$ cat config.mk
export PLATFORM = sky130hd
export DESIGN_NAME = psrac_ctrl
export DESIGN_NICKNAME = d
export VERILOG_FILES = /design/src/rtl/core/psrac_pkg.sv /design/src/rtl/core/psrac_ctrl.sv
export SDC_FILE = /design/constraint.sdc
export NUM_CORES = 1
export LEC_CHECK = 0
export ABC_CLOCK_PERIOD_IN_PS = 4700
export BUFFER_PORTS_ARGS = -buffer_cell sky130_fd_sc_hd__clkbuf_2
export CORE_MARGIN = 3
export CORE_UTILIZATION = 57
export CTS_BUF_LIST = sky130_fd_sc_hd__clkbuf_2
export DETAILED_ROUTE_END_ITERATION = 10
export PLACE_DENSITY_LB_ADDON = 0.2
export SETUP_SLACK_MARGIN = 0.5
export SYNTH_ARGS = -nofsm -noshare
export SYNTH_HDL_FRONTEND = slang
export SYNTH_SLANG_ARGS = --single-unit
export TNS_END_PERCENT = 10
$ cat constraint.sdc
create_clock -name clk_i -period 4.7 [get_ports clk_i]
set_clock_uncertainty 0.15 [all_clocks]
set_input_delay 0.705 -clock clk_i [delete_from_list [all_inputs] [get_ports clk_i]]
set_output_delay 0.705 -clock clk_i [all_outputs]
set_load 0.03 [all_outputs]
$ cat src/rtl/core/psrac_pkg.sv
// ----------------------------------------------------------------------------
// psrac_pkg: shared types and constants
// Widths, register codes, rotation micro-ops and the output saturation helper
// for the point set rotation unit.
// ----------------------------------------------------------------------------
`default_nettype none

package psrac_pkg;

  localparam int unsigned COORD_W   = 24;  // Q15.8 coordinate
  localparam int unsigned COEF_W    = 16;  // Q1.14 cosine / sine
  localparam int unsigned SUM_W     = COORD_W + 1;  // min + max, Q.9 centre
  localparam int unsigned VAL_W     = 34;  // working value, Q.9, covers 3 stages
  localparam int unsigned PROD_W    = VAL_W + COEF_W;
  localparam int unsigned ACC_W     = PROD_W + 2;
  localparam int unsigned RND_SH    = 14;
  localparam int unsigned RND_HALF  = 8192;
  localparam int unsigned CFG_IDX_W = 3;
  localparam int unsigned NUM_CFG   = 6;
  localparam int unsigned STORE_W   = 3 * COORD_W;

  typedef enum logic [CFG_IDX_W-1:0] {
    CFG_COS_X = 3'd0,
    CFG_SIN_X = 3'd1,
    CFG_COS_Y = 3'd2,
    CFG_SIN_Y = 3'd3,
    CFG_COS_Z = 3'd4,
    CFG_SIN_Z = 3'd5
  } cfg_idx_e;

  typedef enum logic [1:0] {
    OPD_X,
    OPD_Y,
    OPD_Z
  } opd_e;

  typedef enum logic [1:0] {
    ACC_HOLD,
    ACC_LOAD,
    ACC_ADD,
    ACC_SUB
  } acc_e;

  typedef enum logic [1:0] {
    WB_NONE,
    WB_T0,
    WB_PAIR
  } wb_e;

  typedef enum logic [1:0] {
    DST_YZ,
    DST_XZ,
    DST_XY
  } dst_e;

  typedef struct packed {
    opd_e     opd;
    cfg_idx_e coef;
    acc_e     acc;
    wb_e      wb;
    dst_e     dst;
  } rot_op_t;

  typedef struct packed {
    logic    take;       // input beat accepted
    logic    rd_clear;   // restart read index
    logic    sum_en;     // latch min + max
    logic    center_en;  // load centred point from store
    logic    rot_en;     // run one rotation micro-op
    rot_op_t op;
    logic    fin_en;     // register the result beat
    logic    rd_next;    // advance read index
    logic    run_done;   // empty the store
  } dp_cmd_t;

  typedef struct packed {
    logic last;
  } dp_stat_t;

  // One rotation stage is six phases: four products, two write-backs.
  function automatic rot_op_t rot_op(logic [1:0] stage, logic [2:0] phase);
    opd_e     o0, o1, o2, o3;
    cfg_idx_e k0, k1, k2, k3;
    acc_e     a1, a3;
    dst_e     d;
    rot_op_t  r;
    o0 = OPD_X; o1 = OPD_X; o2 = OPD_X; o3 = OPD_X;
    k0 = CFG_COS_X; k1 = CFG_COS_X; k2 = CFG_COS_X; k3 = CFG_COS_X;
    a1 = ACC_HOLD; a3 = ACC_HOLD; d = DST_YZ;
    unique case (stage)
      2'd0: begin
        o0 = OPD_Y; k0 = CFG_COS_X; o1 = OPD_Z; k1 = CFG_SIN_X; a1 = ACC_SUB;
        o2 = OPD_Y; k2 = CFG_SIN_X; o3 = OPD_Z; k3 = CFG_COS_X; a3 = ACC_ADD;
        d  = DST_YZ;
      end
      2'd1: begin
        o0 = OPD_X; k0 = CFG_COS_Y; o1 = OPD_Z; k1 = CFG_SIN_Y; a1 = ACC_ADD;
        o2 = OPD_Z; k2 = CFG_COS_Y; o3 = OPD_X; k3 = CFG_SIN_Y; a3 = ACC_SUB;
        d  = DST_XZ;
      end
      2'd2: begin
        o0 = OPD_X; k0 = CFG_COS_Z; o1 = OPD_Y; k1 = CFG_SIN_Z; a1 = ACC_SUB;
        o2 = OPD_X; k2 = CFG_SIN_Z; o3 = OPD_Y; k3 = CFG_COS_Z; a3 = ACC_ADD;
        d  = DST_XY;
      end
      default: begin
      end
    endcase
    r.dst = d;
    r.opd = o0; r.coef = k0; r.acc = ACC_HOLD; r.wb = WB_NONE;
    unique case (phase)
      3'd0: begin r.opd = o0; r.coef = k0; end
      3'd1: begin r.opd = o1; r.coef = k1; r.acc = ACC_LOAD; end
      3'd2: begin r.opd = o2; r.coef = k2; r.acc = a1; end
      3'd3: begin r.opd = o3; r.coef = k3; r.acc = ACC_LOAD; r.wb = WB_T0; end
      3'd4: begin r.acc = a3; end
      3'd5: begin r.wb = WB_PAIR; end
      default: begin
      end
    endcase
    return r;
  endfunction

  // Move back by the centre, halve with round half up, clamp to Q15.8.
  function automatic logic [COORD_W-1:0] sat_out(logic signed [VAL_W-1:0] v,
                                                 logic signed [SUM_W-1:0] s);
    logic signed [VAL_W:0] t;
    logic signed [VAL_W:0] h;
    logic signed [VAL_W:0] hi;
    logic signed [VAL_W:0] lo;
    hi = (VAL_W+1)'(8388607);
    lo = -(VAL_W+1)'(8388608);
    t  = (VAL_W+1)'(v) + (VAL_W+1)'(s) + (VAL_W+1)'(1);
    h  = t >>> 1;
    if (h > hi) begin
      return hi[COORD_W-1:0];
    end else if (h < lo) begin
      return lo[COORD_W-1:0];
    end
    return h[COORD_W-1:0];
  endfunction

endpackage

`default_nettype wire

$ cat src/rtl/core/psrac_ctrl.sv
// ----------------------------------------------------------------------------
// psrac_ctrl: controller
// Sequences loading, fetch, centring, the rotation micro-ops and output.
// ----------------------------------------------------------------------------
`default_nettype none

module psrac_ctrl (
  input  wire logic                 clk_i,
  input  wire logic                 rst_ni,
  input  wire logic                 in_valid_i,
  input  wire logic                 final_point_i,
  output logic                      in_stall_o,
  output logic                      out_valid_o,
  input  wire logic                 out_stall_i,
  input  wire psrac_pkg::dp_stat_t  stat_i,
  output psrac_pkg::dp_cmd_t        cmd_o
);
  import psrac_pkg::*;

  typedef enum logic [5:0] {
    ST_IDLE   = 6'b000001,
    ST_FETCH  = 6'b000010,
    ST_CENTER = 6'b000100,
    ST_ROT    = 6'b001000,
    ST_FIN    = 6'b010000,
    ST_OUT    = 6'b100000
  } state_e;

  state_e     state_q, state_d;
  logic [1:0] stage_q, stage_d;
  logic [2:0] phase_q, phase_d;

  assign in_stall_o  = (state_q != ST_IDLE);
  assign out_valid_o = (state_q == ST_OUT);

  always_comb begin
    state_d = state_q;
    stage_d = stage_q;
    phase_d = phase_q;
    cmd_o   = '0;
    cmd_o.op = rot_op(stage_q, phase_q);
    unique case (state_q)
      ST_IDLE: begin
        cmd_o.take = in_valid_i;
        if (in_valid_i && final_point_i) begin
          cmd_o.rd_clear = 1'b1;
          state_d        = ST_FETCH;
        end
      end
      ST_FETCH: begin
        cmd_o.sum_en = 1'b1;
        state_d      = ST_CENTER;
      end
      ST_CENTER: begin
        cmd_o.center_en = 1'b1;
        stage_d         = '0;
        phase_d         = '0;
        state_d         = ST_ROT;
      end
      ST_ROT: begin
        cmd_o.rot_en = 1'b1;
        if (phase_q == 3'd5) begin
          phase_d = '0;
          stage_d = stage_q + 1'b1;
          if (stage_q == 2'd2) begin
            state_d = ST_FIN;
          end
        end else begin
          phase_d = phase_q + 1'b1;
        end
      end
      ST_FIN: begin
        cmd_o.fin_en = 1'b1;
        state_d      = ST_OUT;
      end
      ST_OUT: begin
        if (!out_stall_i) begin
          if (stat_i.last) begin
            cmd_o.run_done = 1'b1;
            state_d        = ST_IDLE;
          end else begin
            cmd_o.rd_next = 1'b1;
            state_d       = ST_FETCH;
          end
        end
      end
      default: begin
        state_d = ST_IDLE;
      end
    endcase
  end

  always_ff @(posedge clk_i or negedge rst_ni) begin
    if (!rst_ni) begin
      state_q <= ST_IDLE;
      stage_q <= '0;
      phase_q <= '0;
    end else begin
      state_q <= state_d;
      stage_q <= stage_d;
      phase_q <= phase_d;
    end
  end

endmodule

`default_nettype wire

# Word level (Yosys, flattened, before mapping)
# Index checks and enable logic that the tools add are counted.
# word_totals
regBits	11
in_bits	6
output_inout_bits	21
wordCells	65
# op_classes
n_addsub	2
n_eq_ne	18
mux	34
n_reduce_logical	8
# op_table
op	count
$pmux W6 S6	1
$pmux W2 S2	8
$mux W6	4
$pmux W3 S2	3
$pmux W3 S3	2
$pmux W5 S3	1
$mux W2	5
$mux W1	8
$ne A2 B2 Y1 const B	4
$eq A3 B2 Y1 const B	2
$eq A3 B3 Y1 const B	2
$eq A6 B1 Y1 const B	1
$eq A6 B2 Y1 const B	1
$eq A6 B3 Y1 const B	1
$eq A6 B4 Y1 const B	1
$eq A6 B5 Y1 const B	1
$eq A6 B6 Y1 const B	1
$ne A6 B1 Y1 const B	1
$pmux W2 S3	1
$reduce_or A2 Y1	3
$reduce_and A4 Y1	1
$add A3 B1 Y3 const B	1
$eq A3 B1 Y1 const B	1
$mux W3	1
7 further kinds	7

# Depth between registers and ports, before layout
# logic_depth
word_depth	4
depth_mapped	6
depth_no_buf	6

# Worst setup path after synthesis
# No wires, ideal clock.
# synth_path
path_type	reg-to-output
from	reg state_q[2]
to	out cmd_o[17] in the netlist's numbering
arrival_time_ps	1930
t_required_ps	3845
slack_ps	1915
path_stages_with_launch	5
path_buffers	1
path_cell_list	dfrtp_1 -> or4_4 -> or3b_1 -> buf_2 -> nor2_1
# synth_lines
item	line_no	rtl
start: declaration	psrac_ctrl.sv:29	state_e state_q, state_d;
start signal: assignment	psrac_ctrl.sv:99	state_q <= state_d;
end: declaration	psrac_ctrl.sv:16	output psrac_pkg::dp_cmd_t cmd_o

==> metrics.sh <==
GP_CONGESTION=0.778
SETUP.WORST_PATH.START_CLASS='register'
INITIAL_UTILIZATION=0.646
CTS-BUFFERS-INSERTED=3
SETUP_REPAIR_AFTER_GLOBAL_ROUTING_MISSED_ITS_MARGIN='no'
CLOCK_TREE.BUFFER_DEPTH=2
IO_BUFFERS=26
POST_DRT_WL_PER_CELL_UM=13.5
MAPPED_CELLS=106
FINAL_NETS=146
CP_DATA_REQUIRED_TIME_NS=3.85
GRT_OVERFLOW_TOTAL=0
IO-PIN-COUNT=27
TIMING.CRITICAL_PATH.CELLS='or4_4 > or3b_1 > nor2_1 > clkbuf_2'
DRC=0
VDD.IR_DROP.WORST_mV=0.147
HTREE_LEVELS=1
SLEW_HEADROOM=0.569
OUTCOME='completed'
DIEWIDTH_UM=45.8
PLACEMENTROWS=13
GRT.TOTAL_USAGE=0.212
DR.PASS1.ITERS=4
INITIALDRTVIOLATIONCOUNT=22
N_ANTENNA_CELL=0
FLOORPLAN.DIE_AREA_UM2=2100
AREA_GROWTH_PCT=14.8
DRIVE_ABOVE_1_SHARE=0.264
GRT_PASS1_VIAS=721
CTS-RESIZED-GATES=0
SYNTH_TOP_AREA_SHARE=0.277
CTS_SETUP_BUFFERS=0
SYNTH.CELL_AREA_UM2=903
SYNTH.FF_LATCH_COUNT=11
PLACE.DETAILED.HPWL_UM=1570
SLOWEST_STAGE='sky130_fd_sc_hd__or4_4'
LEADING_CELL_TYPES_IN_THE_LAYOUT_FILL_AND_TAPS_EXCLUDED='sky130_fd_sc_hd__clkbuf_2, sky130_fd_sc_hd__inv_1, sky130_fd_sc_hd__ha_1, sky130_fd_sc_hd__dfrtp_1, sky130_fd_sc_hd__o21ai_0'
MAX_CAP_VIOLATIONS=0
WIRELENGTH_UM=1950
NATURE_OF_THE_CRITICAL_PATH_ENDPOINT='primary output'
ANTENNA_VIOLATING_NETS_POST_ROUTE=0
CELL_CHOSEN_FOR_THE_CLOCK_ROOT='sky130_fd_sc_hd__clkbuf_2'
GRT_FIRST_PASS_WIRELENGTH_UM=3270
TRITONCTS='yes'
CPLARGESTDELAYFAMILY='simple AND/OR/NAND/NOR gates'
PERIOD_NEEDED_NS=3.00
TIMING_WORST_SETUP_PATH_TYPE='reg -> out'
LEAKAGE_nW=0.556
CLOCK_SINKS=11
NUMBER_OF_DISTINCT_LIBRARY_CELLS_AFTER_SYNTHESIS=40
MIN_PERIOD_OVER_PERIOD=0.639
COREAREA_UM2=1400
YOSYSWARNINGS=0
CRIT_FANOUT=5
SYNTH_FP_NETS=122
DIE_HEIGHT_UM=45.8
ROUTED-VIA-COUNT=833
FMAX_MHz=333
WORSTPATHARRIVAL_NS=2.15
HP-CLASS='in -> async'
POWER_DENSITY_nW_PER_UM2=195
FINAL_MAX_TRAN_VIOLS=0
WORST_PIN_SLEW_NS=0.641
YS_TOP_CELLS_BY_AREA='sky130_fd_sc_hd__dfrtp_1, sky130_fd_sc_hd__ha_1, sky130_fd_sc_hd__inv_1'
CLOCK_INSERTION_DELAY_WORST_SKEW_NS=0.28
DPL-INSTANCE-AREA_UM2=1020
AVGVIACOUNTPERCELL=5.78
WORST_SETUP_HOLD_PATH_CLK_SLEW_NS=0.12
SYNTH_SEQUENTIAL_AREA_RATIO=0.306
FINAL_REPORT_HOLD_VIOLATION_COUNT=0
TOTAL_NEGATIVE_SLACK_FOR_SETUP_CHECKS_NS=0
SYNTHDOMINANTAREACELLTYPE='sky130_fd_sc_hd__dfrtp_1'
SETUP_VIOL=0
FINAL_COMMON_CELL='sky130_fd_sc_hd__clkbuf_2'
CRIT_BUF_INV=1
HOLD_BUF_COUNT_CTS=0
GRT_ANTENNA_BEFORE_REPAIR=0
POST_LAYOUT_INSTANCE_AREA_UM2=1040
POSTSYNTHAREAPERCELL_UM2=8.52
CRITICAL_PATH.MAX_STAGE_DELAY_NS=0.57
GRT_MAX_DEGREE=17
-- cell usage after synthesis --
cell	n
sky130_fd_sc_hd__a211oi_1	1
sky130_fd_sc_hd__nor4_1	3
sky130_fd_sc_hd__mux2i_1	2
sky130_fd_sc_hd__ha_1	10
sky130_fd_sc_hd__o311ai_1	1
sky130_fd_sc_hd__nand2_2	1
sky130_fd_sc_hd__buf_4	2
sky130_fd_sc_hd__a22oi_1	2
sky130_fd_sc_hd__dfstp_2	1
sky130_fd_sc_hd__a211oi_2	1
sky130_fd_sc_hd__a32oi_1	1
sky130_fd_sc_hd__nand2b_1	1
sky130_fd_sc_hd__nor2_1	6
sky130_fd_sc_hd__nor3_1	5
sky130_fd_sc_hd__and3_1	1
sky130_fd_sc_hd__nand3b_1	1
sky130_fd_sc_hd__or2_1	1
sky130_fd_sc_hd__and2_1	3
sky130_fd_sc_hd__nor2b_1	3
sky130_fd_sc_hd__buf_2	1
sky130_fd_sc_hd__xnor2_1	1
sky130_fd_sc_hd__o31ai_1	2
sky130_fd_sc_hd__o21bai_1	1
sky130_fd_sc_hd__or3b_1	1
sky130_fd_sc_hd__o311ai_0	2
sky130_fd_sc_hd__o21ai_0	7
sky130_fd_sc_hd__dfrtp_1	10
sky130_fd_sc_hd__a21oi_1	1
sky130_fd_sc_hd__inv_1	11
sky130_fd_sc_hd__a21o_1	1
sky130_fd_sc_hd__a2bb2oi_1	1
sky130_fd_sc_hd__nand3_1	5
sky130_fd_sc_hd__nand2_1	5
sky130_fd_sc_hd__nand4_1	1
sky130_fd_sc_hd__or4_4	1
sky130_fd_sc_hd__clkbuf_1	4
sky130_fd_sc_hd__and2b_1	1
sky130_fd_sc_hd__or4b_1	1
sky130_fd_sc_hd__nor3b_1	2
sky130_fd_sc_hd__nand4b_1	1
-- flip-flops by register name, summed over array words and instances (netlist names) --
register and flops:
stage_q 2, phase_q 3, state_q 6
-- power by group --
group          internal [W]  switching, W  leakage, nW
combinational     0.0000165     0.0000283        0.390
clock             0.0000192     0.0000336       0.0164
sequential        0.0000981    0.00000678        0.149
total              0.000134     0.0000687        0.556
-- worst register-to-register path, delay by kind of cell (launching register included) --
| kind | cells | cell delay [ns] |
|---|---|---|
| AND/OR/NAND/NOR | 3 | 1.33 |
| AO/OA/AOI/OAI | 1 | 0.09 |
| flip-flops | 1 | 0.44 |
-- path summary, 6_finish.rpt --
| check | depth (start not counted) | endpoint | start | slack, ns |
|---|---|---|---|---|
| setup / recovery | 4 | cmd_o[17] | state_q[2]$_DFFE_PN0P_ | 1.70 |
| hold reg to reg | 1 | stage_q[0]$_DFFE_PN0P_ | stage_q[0]$_DFFE_PN0P_ | 0.47 |
| hold / removal | 1 | state_q[1]$_DFFE_PN0P_ | rst_ni | 0.13 |
| setup reg to reg | 4 | phase_q[1]$_DFFE_PN0P_ | state_q[1]$_DFFE_PN0P_ | 2.57 |
| max in group asynchronous | 1 | state_q[0]$_DFFE_PN1P_ | rst_ni | 4.00 |
| min in group clk_i | 1 | stage_q[0]$_DFFE_PN0P_ | stage_q[0]$_DFFE_PN0P_ | 0.47 |
-- cell families (layout without fill, tap and decap cells) --
logic type	Yosys count	count (layout)	synth area share
xor+xnor	1	1	0.00970
flops	11	11	0.306
compound gates	21	21	0.165
mux	2	2	0.0222
fa+ha+maj	10	10	0.139
buf+inv	18	41	0.0845
simple gates	43	43	0.274
-- through the flow --
stage / std cells / total power, W / setup WS [ns] / util / hold slack (ns)
final: 144 / 0.000202 / 1.70 / 0.742 / 0.130
after global routing: 144 / 0.000215 / 1.60 / 0.742 / 0.113
after global placement: 140 / 0.000150 / 2.11 / 0.727 / 0.429
after CTS: 144 / 0.000204 / 1.71 / 0.742 / 0.130
after floorplan: 106 / 0.000139 / 1.91 / - / 0.259
after detailed placement: 140 / 0.000151 / 2.05 / 0.727 / 0.443
-- metal layers --
metal	wire length (um)	up-vias	GRT usage	share of wire
met5	0	-	0	0
met4	7	0	0.0511	0.0036
met3	126	2	0.0593	0.065
met2	916	29	0.326	0.47
met1	898	382	0.293	0.46
li1	-	420	-	-
-- final cells by class --
type / instances / area (um2)
Clock buffer: 3 / 15.0
Timing Repair Buffer: 26 / 130
Tap cell: 15 / 18.8
Inverter: 11 / 41.3
Sequential cell: 11 / 277
Fill cell: 112 / 362
Clock inverter: 1 / 5.00
Multi-Input combinational cell: 77 / 551
Note: power is estimated with default switching activity, not from simulation.
